File: config.mk
export PLATFORM = sky130hd
export DESIGN_NAME = clt_ctrl
export DESIGN_NICKNAME = d
export VERILOG_FILES = /design/src/rtl/clt_pkg.sv /design/src/rtl/clt_ctrl.sv
export SDC_FILE = /design/constraint.sdc
export NUM_CORES = 1
export LEC_CHECK = 0
export ABC_AREA = 1
export CAP_MARGIN = 10
export CORE_MARGIN = 2
export CORE_UTILIZATION = 60
export CTS_CLUSTER_SIZE = 14
export DETAILED_ROUTE_END_ITERATION = 8
export DONT_BUFFER_PORTS = 1
export PLACE_DENSITY = 0.76
export SLEW_MARGIN = 5
export SYNTH_ARGS = -nofsm -noshare
export SYNTH_HDL_FRONTEND = slang
export SYNTH_SLANG_ARGS = --single-unit
File: constraint.sdc
create_clock -name clk -period 10.5 [get_ports clk]
set_input_delay 1.05 -clock clk [delete_from_list [all_inputs] [get_ports clk]]
set_output_delay 1.05 -clock clk [all_outputs]
set_load 0.01 [all_outputs]
File: src/rtl/clt_pkg.sv
// ----------------------------------------------------------------------------
// clt_pkg: shared definitions for the cluster link table allocator
// Table geometry, link markers, operation and status codes, register
// indexes and the structs passed between the allocator modules.
// ----------------------------------------------------------------------------
package clt_pkg;

  localparam int TABLE_ENTRIES     = 4096;
  localparam int ENTRIES_PER_GROUP = 128;
  localparam int ADDR_W            = $clog2(TABLE_ENTRIES);
  localparam int ENT_W             = $clog2(ENTRIES_PER_GROUP);
  localparam int GRP_W             = ADDR_W - ENT_W;
  localparam int NUM_GROUPS        = TABLE_ENTRIES / ENTRIES_PER_GROUP;
  localparam int LINK_W            = 32;
  localparam int GC_W              = 6;
  localparam int TC_W              = 13;
  localparam int MODE_W            = 2;
  localparam int STATUS_W          = 2;
  localparam int PADDR_W           = 4;

  localparam logic [LINK_W-1:0] LINK_FREE = 32'h0000_0000;
  localparam logic [LINK_W-1:0] LINK_END  = 32'hFFFF_FFFF;

  localparam logic [MODE_W-1:0] MODE_SET  = 2'd0;
  localparam logic [MODE_W-1:0] MODE_GET  = 2'd1;
  localparam logic [MODE_W-1:0] MODE_FIND = 2'd2;

  localparam logic [STATUS_W-1:0] ST_OK        = 2'd0;
  localparam logic [STATUS_W-1:0] ST_UNMOUNTED = 2'd1;
  localparam logic [STATUS_W-1:0] ST_RANGE     = 2'd2;
  localparam logic [STATUS_W-1:0] ST_NOFREE    = 2'd3;

  localparam logic [1:0] REG_MOUNTED        = 2'd0;
  localparam logic [1:0] REG_TOTAL_CLUSTERS = 2'd1;
  localparam logic [1:0] REG_GROUP_COUNT    = 2'd2;

  typedef struct packed {
    logic            mounted;
    logic [TC_W-1:0] total_clusters;
    logic [GC_W-1:0] group_count;
  } cfg_t;

  typedef struct packed {
    logic              we;
    logic [ADDR_W-1:0] addr;
    logic [LINK_W-1:0] wdata;
  } ram_req_t;

endpackage

File: src/rtl/clt_ctrl.sv
// ----------------------------------------------------------------------------
// clt_ctrl: operation sequencer for the cluster link table
// Clears the table after reset, runs set and get, and walks the table one
// entry per cycle for the next-fit free cluster search.
// ----------------------------------------------------------------------------
module clt_ctrl (
  input  logic                         clk,
  input  logic                         rst,
  input  clt_pkg::cfg_t                cfg,
  input  logic                         in_valid,
  output logic                         in_ready,
  input  logic [clt_pkg::MODE_W-1:0]   mode,
  input  logic [clt_pkg::ADDR_W-1:0]   cluster_index,
  input  logic [clt_pkg::LINK_W-1:0]   link_value,
  output logic                         out_valid,
  input  logic                         out_ready,
  output logic [clt_pkg::STATUS_W-1:0] status,
  output logic [clt_pkg::LINK_W-1:0]   data,
  output clt_pkg::ram_req_t            ram_req,
  input  logic [clt_pkg::LINK_W-1:0]   ram_rdata
);
  import clt_pkg::*;

  typedef enum logic [6:0] {
    S_CLEAR = 7'b0000001,
    S_IDLE  = 7'b0000010,
    S_EXEC  = 7'b0000100,
    S_GET   = 7'b0001000,
    S_MOD   = 7'b0010000,
    S_SCAN  = 7'b0100000,
    S_RESP  = 7'b1000000
  } state_t;

  state_t              state;
  logic [ADDR_W-1:0]   clr_addr;
  logic [MODE_W-1:0]   op_mode;
  logic [ADDR_W-1:0]   op_index;
  logic [LINK_W-1:0]   op_value;
  logic [STATUS_W-1:0] res_status;
  logic [LINK_W-1:0]   res_data;
  logic [STATUS_W-1:0] out_status;
  logic [LINK_W-1:0]   out_data;
  logic [GRP_W-1:0]    lfg;
  logic [GC_W-1:0]     grp;
  logic [ENT_W-1:0]    ent;
  logic [GC_W-1:0]     groups_left;
  logic                issuing;
  logic                chk_valid;
  logic [ADDR_W-1:0]   chk_idx;

  logic                idx_ok;
  logic                last_grp;
  logic [ENT_W-1:0]    tc_rem;
  logic [ENT_W-1:0]    ent_lim;
  logic                grp_in_table;
  logic [GC_W-1:0]     grp_inc;
  logic [GC_W-1:0]     grp_next;
  logic [ADDR_W-1:0]   scan_addr;
  logic                hit;
  logic                out_load;

  assign in_ready = (state == S_IDLE);
  assign status   = out_status;
  assign data     = out_data;

  assign idx_ok       = {1'b0, op_index[ADDR_W-1:ENT_W]} < cfg.group_count;
  assign last_grp     = (grp == (cfg.group_count - GC_W'(1)));
  assign tc_rem       = cfg.total_clusters[ENT_W-1:0];
  assign grp_in_table = grp < GC_W'(NUM_GROUPS);
  assign grp_inc      = grp + GC_W'(1);
  assign grp_next     = (grp_inc == cfg.group_count) ? '0 : grp_inc;
  assign scan_addr    = {grp[GRP_W-1:0], ent};
  assign hit          = chk_valid && (ram_rdata == LINK_FREE);
  assign out_load     = (state == S_RESP) && (!out_valid || out_ready);

  // A zero remainder means the final group is full.
  always_comb begin
    if (!last_grp) begin
      ent_lim = '1;
    end else if (tc_rem == '0) begin
      ent_lim = '1;
    end else begin
      ent_lim = tc_rem - ENT_W'(1);
    end
  end

  always_comb begin
    ram_req.we    = 1'b0;
    ram_req.addr  = op_index;
    ram_req.wdata = op_value;
    case (state)
      S_CLEAR: begin
        ram_req.we    = 1'b1;
        ram_req.addr  = clr_addr;
        ram_req.wdata = (clr_addr == '0) ? LINK_END : LINK_FREE;
      end
      S_EXEC: begin
        ram_req.we = cfg.mounted && (op_mode == MODE_SET) && idx_ok;
      end
      S_SCAN: begin
        ram_req.addr = scan_addr;
      end
      default: begin
        ram_req.we = 1'b0;
      end
    endcase
  end

  always_ff @(posedge clk) begin
    if (rst) begin
      state     <= S_CLEAR;
      clr_addr  <= '0;
      out_valid <= 1'b0;
      lfg       <= '0;
      issuing   <= 1'b0;
      chk_valid <= 1'b0;
    end else begin
      if (out_load) begin
        out_valid <= 1'b1;
      end else if (out_ready) begin
        out_valid <= 1'b0;
      end
      case (state)
        S_CLEAR: begin
          clr_addr <= clr_addr + ADDR_W'(1);
          if (clr_addr == '1) begin
            state <= S_IDLE;
          end
        end
        S_IDLE: begin
          if (in_valid) begin
            op_mode  <= mode;
            op_index <= cluster_index;
            op_value <= link_value;
            state    <= S_EXEC;
          end
        end
        S_EXEC: begin
          if (!cfg.mounted) begin
            res_status <= ST_UNMOUNTED;
            res_data   <= LINK_END;
            state      <= S_RESP;
          end else begin
            case (op_mode)
              MODE_SET: begin
                if (idx_ok) begin
                  res_status <= ST_OK;
                  res_data   <= '0;
                end else begin
                  res_status <= ST_RANGE;
                  res_data   <= LINK_END;
                end
                state <= S_RESP;
              end
              MODE_GET: begin
                if (idx_ok) begin
                  state <= S_GET;
                end else begin
                  res_status <= ST_RANGE;
                  res_data   <= LINK_END;
                  state      <= S_RESP;
                end
              end
              MODE_FIND: begin
                if (cfg.group_count == '0) begin
                  res_status <= ST_NOFREE;
                  res_data   <= LINK_END;
                  state      <= S_RESP;
                end else begin
                  grp   <= {1'b0, lfg};
                  state <= S_MOD;
                end
              end
              default: begin
                res_status <= ST_RANGE;
                res_data   <= LINK_END;
                state      <= S_RESP;
              end
            endcase
          end
        end
        S_GET: begin
          res_status <= ST_OK;
          res_data   <= ram_rdata;
          state      <= S_RESP;
        end
        S_MOD: begin
          // A stale start group is reduced by repeated subtraction.
          if (grp >= cfg.group_count) begin
            grp <= grp - cfg.group_count;
          end else begin
            ent         <= '0;
            groups_left <= cfg.group_count;
            issuing     <= 1'b1;
            chk_valid   <= 1'b0;
            state       <= S_SCAN;
          end
        end
        S_SCAN: begin
          // Reads are issued one entry ahead of the compare on returned data.
          chk_idx <= scan_addr;
          if (hit) begin
            res_status <= ST_OK;
            res_data   <= LINK_W'(chk_idx);
            lfg        <= chk_idx[ADDR_W-1:ENT_W];
            issuing    <= 1'b0;
            chk_valid  <= 1'b0;
            state      <= S_RESP;
          end else begin
            chk_valid <= issuing && grp_in_table;
            if (issuing) begin
              if (!grp_in_table || (ent == ent_lim)) begin
                ent         <= '0;
                grp         <= grp_next;
                groups_left <= groups_left - GC_W'(1);
                if (groups_left == GC_W'(1)) begin
                  issuing <= 1'b0;
                end
              end else begin
                ent <= ent + ENT_W'(1);
              end
            end else if (!chk_valid) begin
              res_status <= ST_NOFREE;
              res_data   <= LINK_END;
              state      <= S_RESP;
            end
          end
        end
        S_RESP: begin
          if (out_load) begin
            out_status <= res_status;
            out_data   <= res_data;
            state      <= S_IDLE;
          end
        end
        default: begin
          state <= S_IDLE;
        end
      endcase
    end
  end

  a_no_write_in_scan: assert property (@(posedge clk) disable iff (rst)
    (state == S_SCAN) |-> !ram_req.we)
    else $error("link table written during free cluster search");

  a_found_in_table: assert property (@(posedge clk) disable iff (rst)
    (state == S_SCAN && hit) |=> (res_status == ST_OK && res_data < TABLE_ENTRIES))
    else $error("found cluster index outside the table");

  a_unmounted: assert property (@(posedge clk) disable iff (rst)
    (state == S_EXEC && !cfg.mounted) |=> (res_status == ST_UNMOUNTED))
    else $error("operation on unmounted table did not fail");

  a_lfg_on_hit: assert property (@(posedge clk) disable iff (rst)
    !$stable(lfg) |-> $past(state == S_SCAN && hit))
    else $error("last found group changed without a successful search");

  a_result_from_resp: assert property (@(posedge clk) disable iff (rst)
    $rose(out_valid) |-> $past(state == S_RESP))
    else $error("result presented outside the response step");

endmodule
== Yosys cells after proc, flatten, opt, wreduce, memory -nomap -nowiden ==
Cells that the tools add are included.
Widths: inputs -> output; s select.

* Register bits after elaboration: 172
* Bits of input ports: 102
* Output and inout bits: 81

* Add/subtract/negate cells: 7
* $lt $le $gt $ge: 3
* Equal/unequal tests: 29
* Mux-type cells: 66
* Bitwise operators: 1
* Reductions and logical operators: 28

{| class="wikitable"
|+ Operator list
! kind !! number
|-
| $mux 32 || 9
|-
| $pmux 32 s3 || 2
|-
| $mux 7 || 16
|-
| $mux 6 || 12
|-
| $pmux 7 s7 || 1
|-
| $logic_not 32->1 || 1
|-
| $pmux 7 s2 || 2
|-
| $pmux 12 s2 || 1
|-
| $ne 2x2->1 const B || 11
|-
| $pmux 6 s3 || 1
|-
| $reduce_and 6->1 || 3
|-
| $mux 2 || 7
|-
| $add 12x1->12 const B || 1
|-
| $eq 12x12->1 const B || 1
|-
| $eq 6x6->1 || 2
|-
| $logic_not 12->1 || 1
|-
| $pmux 2 s3 || 2
|-
| $pmux 6 s2 || 1
|-
| $sub 6x1->6 const B || 2
|-
| $mux 1 || 9
|-
| $reduce_and 9->1 || 1
|-
| $ne 4x4->1 const B || 2
|-
| $add 7x1->7 const B || 1
|-
| $eq 7x1->1 const B || 1
|-
| other kinds (30) || 44
|}

== Depth between registers and ports, before layout ==
Gate-level depths: netlist of run 1.

* Depth after elaboration: 9
* Mapped depth: 20

== Worst setup path before layout of run 1 ==
OpenSTA, ideal clock, no wires.

* Path type: input-to-reg
* From: input rst
* To: register op_index[0] (enable)
* Library setup time: 0.506 ns
* Arrival: 4.456 ns
* Data required time: 9.994 ns
* Setup slack: 5.538 ns
* Stages on the path: 2
* Buffers on the path: 1
* Cell sequence: clkbuf_1 > nor3_1

* Cells in the longest elaborated chain, start to end: 2

{| class="wikitable"
|+ RTL lines
! what !! line !! source
|-
| start, declared || clt_ctrl.sv:8 || <nowiki>input logic rst,</nowiki>
|-
| $not 1->1 (no line) || -- ||
|-
| $reduce_and 3->1 (no line) || -- ||
|-
| end signal, assigned || clt_ctrl.sv:133 || <nowiki>op_index <= cluster_index;</nowiki>
|-
| end, declared || clt_ctrl.sv:37 || <nowiki>logic [ADDR_W-1:0] op_index;</nowiki>
|}

No other way between the ends.
A chain may end at the register's enable or synchronous reset.

==> impl_metrics.yaml, run 1 <==
setup_path:
  arrival_ns: 3.32
  r2r-end: "groups_left[3]$_DFFE_PP_"
  cp_max_fo: 50
  regToRegSetupSlack_ns: 6.62
  cp-start-kind: "register"
  crit_type: "register to primary output"
  cp.required_ns: 9.45
  r2r-start: "state[0]$_SDFFE_PP1P_"
  r2r_cells: 11
  critPathCaptureType: "primary output"
pwr:
  power_leakage_nw: 3.47
  pwr-share-comb: 0.231
  p_int_w: 0.00130
  ir_worst_vdd_mv: 0.161
  sw_frac_of_total: 0.321
  clkPwrFrac: 0.339
  powerDensity_nw_per_um2: 213
  power_switching_w: 0.000615
  seq_power_share: 0.430
drt:
  drc: 0
  via_count: 5741
  wirelength_um: 17200
  drtPass1Iterations: 5
  antenna_left: 0
  wl_per_cell_um: 17.1
  avgViaCountPerCell: 5.70
  drt_iter0_drc: 377
timing:
  final.min_clock_period_ns: 4.37
  worst_pin_slew_ns: 1.24
  finalSetupViolCount: 0
  period_share: 0.416
  slew_headroom: 0.165
  finalMaxSlewViolations: 0
  fin_tns_setup_ns: 0
  rsz0062_at_grt: "no"
  max_freq_mhz: 229
  hold_violations: 0
  skew_ns: 0.00929
logic_synthesis:
  syn_inst: 819
  syn_nets: 944
  synth.distinct_cells: 47
  synth.cell_area_sq_um: 8190
  ys_seq_area_frac: 0.597
  ys_seq_elements: 172
  synth.avg_cell_area_sq_um: 10.0
  yosys_warnings: 0
placed_design:
  place_area_sq_um: 8360
  dpl.cell_count: 975
  hpwl_um: 12900
  port_buffers: 0
  gp_congestion: 0.887
worst_hold_path:
  holdPathStages: 0
  hold_end: "data[6]$_DFFE_PP_"
  hold_path_startpoint: "res_data[6]$_DFFE_PP_"
  min_path_type: "register to register"
final_layout:
  syn_to_final_growth_pct: 9.59
  multi_input_area_sq_um: 2790
  drive_gt1_frac: 0.0842
  design_area_sq_um: 8980
  antenna_cells: 0
  instances_no_fill: 1007
  fillerInstances: 989
  seqCellArea_sq_um: 4890
  final_common_cell: "nand2_1"
  layout_common_cells: "nand2_1 (188), edfxtp_1 (145), inv_1 (107)"
  fin_nets: 944
cts:
  cts_buffers: 17
  clk_latency_ns: 0.43
  cts_setup_buffers: 0
  cts.sinks: 172
  ctsHoldBuffers: 0
  cts_resized: 0
  cts-root-buf: "clkbuf_16"
  cts_tree: "yes"
  path_clk_slew_ns: 0.06
  cts.path.max_buffers: 2
  htree_levels: 4
floorplan:
  core.rowCount: 42
  io_pins: 183
  die-width_um: 121
  coreArea_sq_um: 13300
  dieArea_sq_um: 14600
  die_y_um: 121
  start_util: 0.616
run_status:
  status: "finished clean"
global_routing:
  grt_use_total: 0.242
  grt_pass1_vias: 5561
  grt_max_degree: 51
  grt-ovfl-total: 0
  grt_antenna_before_repair: 1
  grt_pass1_wl_um: 27200
run:
  max_cap_violations: 0
[per-stage QoR]
step / setup WS (ns) / utilization / power (W) / hold slack, ns
2_1_floorplan: 5.54 / - / 0.00120 / 0.400
6_report: 6.13 / 0.675 / 0.00191 / 0.412
3_5_place_dp: 6.49 / 0.629 / 0.00128 / 0.405
3_3_place_gp: 6.60 / 0.629 / 0.00126 / 0.403
4_1_cts: 6.10 / 0.675 / 0.00192 / 0.414
5_1_grt: 5.77 / 0.675 / 0.00201 / 0.424
[power by group through the flow]
stage          sequential, W  combinational (W)  clock [W]
2_1_floorplan       0.000831           0.000365          0
3_3_place_gp        0.000834           0.000430          0
3_5_place_dp        0.000837           0.000444          0
4_1_cts             0.000823           0.000444   0.000658
5_1_grt             0.000827           0.000500   0.000682
6_report            0.000823           0.000441   0.000649
[layout make-up]
class,instances,area share
clock buffers,21,0.0490
clock inverters,10,0.0184
inverters,113,0.0472
multi-input cells,509,0.310
flip-flops and latches,172,0.545
well taps,176,0.0245
repair buffers,6,0.00543
[how the worst max path moves through the flow]
stage                     cells past startpoint                  endpoint                   from
final                                         7               ram_req[13]  state[5]$_SDFFE_PP0P_
after global routing                          7                ram_req[7]  state[5]$_SDFFE_PP0P_
after CTS                                     7               ram_req[13]  state[5]$_SDFFE_PP0P_
after detailed placement                     11  groups_left[1]$_DFFE_PP_                 cfg[1]
after global placement                       11  groups_left[0]$_DFFE_PP_                 cfg[1]
after floorplan                               2     op_index[0]$_DFFE_PP_                    rst
[logic make-up after synthesis]
group / synth area share
xor gates and xnor gates: 0.0192
adders and majority gates: 0.0360
buffers and inverters: 0.0652
and+or+nand+nor: 0.199
AOI/OAI and AO/OA: 0.0835
DFF: 0.597
[state kept, by name, summed over array words and instances, names as in the netlist, 2 cells and up]
name / count
res_data: 32
lfg: 5
status: 2
groups_left: 6
op_index: 12
op_value: 32
chk_idx: 12
ent: 7
grp: 6
op_mode: 2
data: 32
clr_addr: 12
state: 7
res_status: 2
[Yosys cell counts (all sizes together)]
master / number / area [sq um]
o2111ai: 2 / 17.5
nand2: 191 / 724
a211oi: 2 / 15.0
o22ai: 1 / 6.26
fa: 1 / 20.0
edfxtp: 145 / 4350
o21ai: 50 / 250
nor3: 20 / 120
a21o: 1 / 7.51
clkbuf: 17 / 63.8
nand4: 23 / 159
dfxtp: 27 / 541
o31ai: 1 / 7.51
nor3b: 2 / 15.0
or2: 3 / 18.8
xnor2: 6 / 52.6
a21oi: 24 / 124
a21boi: 1 / 7.51
xor2: 12 / 105
o211ai: 16 / 120
and2: 1 / 7.51
nor2: 60 / 248
a22o: 1 / 8.76
nor4: 8 / 71.3
a221o: 1 / 10.0
a31oi: 1 / 6.26
and3: 1 / 6.26
o221ai: 11 / 96.3
nand3: 46 / 258
inv: 113 / 424
ha: 22 / 275
a22oi: 1 / 7.51
buf: 8 / 46.3
[worst max-delay path: stages (launching register included)]
cell     delay (ns)
dfxtp_1        0.36
nor2_2         0.11
nand2_1        0.11
inv_2          0.10
nand4_4        0.50
inv_1          0.42
nand3_1        0.82
nand2_1        0.43
[layer usage]
layer	vias to the layer above	global-route usage	share of wire
li1	2816	-	-
met1	2674	0.302	0.41
met2	225	0.409	0.50
met3	24	0.0724	0.069
met4	2	0.0719	0.016
met5	-	0	0.00075
(Power assumes the default switching activity.)
==> inputs of run 2 (changes only) <==
Settings changed: ABC_AREA 1 to 0.
Clock period 10.5 ns to 4.4 ns, I/O delays scaled along.
==> run 2 against run 1 <==
Against the previous run: hold slack got worse by 0.32 ns; area after synthesis fell by 2.8%; clock power rose by 120%; clock skew fell by 0.0020 ns; routed wire length fell by 5.0%; critical path depth rose by 4; first-iteration DRC count rose by 24%; combinational power rose by 93%; die area fell by 2.7%; final cell count fell by 12%; register-to-register slack got worse by 5.5 ns; setup slack got worse by 5.0 ns; largest power group unchanged.
==> impl_metrics.yaml, run 2 <==
final_layout:
  drive_gt1_frac: 0.0748
  fin_nets: 821
  final_util: 0.667
  final_common_cell: "nand2_1"
  syn_to_final_growth_pct: 9.60
  fillerInstances: 932
  instances_no_fill: 885
  antenna_cells: 0
  layout_common_cells: "nand2_1 (164), edfxtp_1 (145), nor2_1 (46)"
logic_synthesis:
  synthArstFlopShare: 0
  syn_inst: 697
  synth-edff-count: 145
  yosys_warnings: 0
  netlist_top_cells_area: "edfxtp_1 (55%), nand2_1 (7.7%), dfxtp_1 (6.8%)"
  synth_top_cell_by_area: "edfxtp_1"
  syn_nets: 822
  synth-main-ff-cell: "edfxtp_1"
  yosysTopAreaCellShare: 0.547
  synth.cell_area_sq_um: 7960
  synth.most_common_cell: "nand2_1"
  synth.avg_cell_area_sq_um: 11.4
  ys_seq_elements: 172
  synth.distinct_cells: 62
  synth_common_cells: "nand2_1 (164), edfxtp_1 (145), nor2_1 (46)"
  ys_seq_area_frac: 0.615
timing:
  worst_pin_slew_ns: 0.904
  max_freq_mhz: 307
  finalSetupViolCount: 0
  rsz0062_at_grt: "no"
  slew_headroom: 0.395
  period_share: 0.740
  fin_tns_setup_ns: 0
  final.min_clock_period_ns: 3.25
  hold_violations: 0
  finalMaxSlewViolations: 0
  skew_ns: 0.00727
cts:
  clk_latency_ns: 0.42
  cts.sinks: 172
  cts.path.max_buffers: 2
  cts_resized: 0
  cts_setup_buffers: 0
  ctsHoldBuffers: 0
  htree_levels: 4
  path_clk_slew_ns: 0.06
  cts-root-buf: "clkbuf_16"
  cts_tree: "yes"
  cts_buffers: 17
global_routing:
  grt_pass1_vias: 5070
  grt_max_degree: 47
  grt-ovfl-total: 0
  grt_antenna_before_repair: 0
  grt_pass1_wl_um: 25700
  grt_use_total: 0.233
pwr:
  powerDensity_nw_per_um2: 472
  seq_power_share: 0.451
  pwr-share-comb: 0.206
  sw_frac_of_total: 0.315
  power_switching_w: 0.00130
  clkPwrFrac: 0.343
  p_int_w: 0.00282
  ir_worst_vdd_mv: 0.342
  power_leakage_nw: 3.11
drt:
  via_count: 5331
  avgViaCountPerCell: 6.02
  drtPass1Iterations: 5
  drc: 0
  antenna_left: 0
  wirelength_um: 16400
  wl_per_cell_um: 18.5
  drt_iter0_drc: 468
floorplan:
  die_y_um: 119
  start_util: 0.609
  core.rowCount: 42
  coreArea_sq_um: 13100
  die-width_um: 119
  dieArea_sq_um: 14200
  io_pins: 183
worst_hold_path:
  min_path_type: "input port to register"
setup_path:
  crit_chain: "inv_1 > ha_1 > inv_1 > fa_1 > a21o_1 > a21oi_1 > a311oi_1 > or2_1 > a21oi_1 > buf_4 > a21boi_1"
  cp_slowest_cell: "edfxtp_1"
  critPathCaptureType: "register"
  cp.required_ns: 4.46
  crit_type: "register to register"
  cp-start-kind: "register"
  max_stage_delay_ns: 0.50
  cp_max_fo: 8
  arrival_ns: 3.31
  critPathBufInv: 3
  crit_family: "compound AO/OA/AOI/OAI gates"
placed_design:
  gp_congestion: 0.909
  port_buffers: 0
  dpl.cell_count: 852
  hpwl_um: 12000
run:
  max_cap_violations: 0
run_status:
  status: "finished clean"
run 2: cell types whose count changed in the layout (fill, tap and decap cells not counted), sizes merged, moves of 7 or more:
| cell | delta |
|---|---|
| a21oi | -12 |
| a22oi | +24 |
| inv | -90 |
| nand2 | -27 |
| nand2b | +7 |
| nand3 | -31 |
| nand4 | -12 |
| nor2 | -14 |
| o211ai | -13 |
| o21ai | -36 |
| or3 | +7 |
| xnor2 | +18 |
| xor2 | +10 |
run 2: through the flow:
stage / hold slack, ns / cell area, sq um / worst slack [ns] / power, W
floorplan: 0.400 / 7980 / 0.376 / 0.00257
CTS: 0.0710 / 8710 / 1.19 / 0.00414
finish: 0.0949 / 8730 / 1.15 / 0.00412
detailed placement: 0.405 / 8150 / 1.20 / 0.00274
global route: 0.0771 / 8730 / 0.928 / 0.00431
global placement: 0.401 / 8150 / 1.26 / 0.00271
run 2: kinds of logic after synthesis:
group | count (synthesis) | synth area share
adder cells (fa/ha/maj) | 23 | 0.0371
XOR/XNOR | 46 | 0.0506
flip-flops | 172 | 0.615
multiplexers | 6 | 0.00754
AO/OA/AOI/OAI | 91 | 0.0819
buffers and inverters | 51 | 0.0273
AND/OR/NAND/NOR | 308 | 0.181
run 2: worst paths after layout:
| path | slack (ns) | endpoint | cells past startpoint | startpoint |
|---|---|---|---|---|
| worst min register to register | 0.42 | data[11]$_DFFE_PP_ | 0 | res_data[11]$_DFFE_PP_ |
| worst min-delay path | 0.09 | out_valid$_SDFFE_PP0P_ | 1 | rst |
| worst max-delay path | 1.15 | groups_left[2]$_DFFE_PP_ | 11 | grp[0]$_DFFE_PP_ |
| worst max register to register | 1.15 | groups_left[2]$_DFFE_PP_ | 11 | grp[0]$_DFFE_PP_ |
run 2: layer usage:
layer | wire length [um] | GRT usage
met1 | 6490 | 0.287
met2 | 8240 | 0.394
met3 | 1370 | 0.0613
met4 | 262 | 0.0923
met5 | 0 | 0
run 2: cell type report:
| class | count | area [sq um] | share of cell area |
|---|---|---|---|
| Sequential cell | 172 | 4890 | 0.561 |
| Multi-Input combinational cell | 474 | 2890 | 0.331 |
| Tap cell | 176 | 220 | 0.0252 |
| Timing Repair Buffer | 10 | 82.6 | 0.00946 |
| Clock inverter | 14 | 136 | 0.0156 |
| Clock buffer | 18 | 429 | 0.0492 |
| Inverter | 21 | 78.8 | 0.00903 |
run 2: power by group through the flow:
stage	clock network (W)	registers [W]	logic, W
2_1_floorplan	0	0.00188	0.000690
3_3_place_gp	0	0.00189	0.000818
3_5_place_dp	0	0.00190	0.000841
4_1_cts	0.00143	0.00186	0.000843
5_1_grt	0.00150	0.00186	0.000943
6_report	0.00141	0.00186	0.000850
run 2: worst reg2reg max path: stages, from the launching register on:
cell      delay [ns]
edfxtp_1        0.50
inv_1           0.10
ha_1            0.13
inv_1           0.06
fa_1            0.40
a21o_1          0.18
a21oi_1         0.22
a311oi_1        0.18
or2_1           0.27
a21oi_1         0.17
buf_4           0.20
a21boi_1        0.49
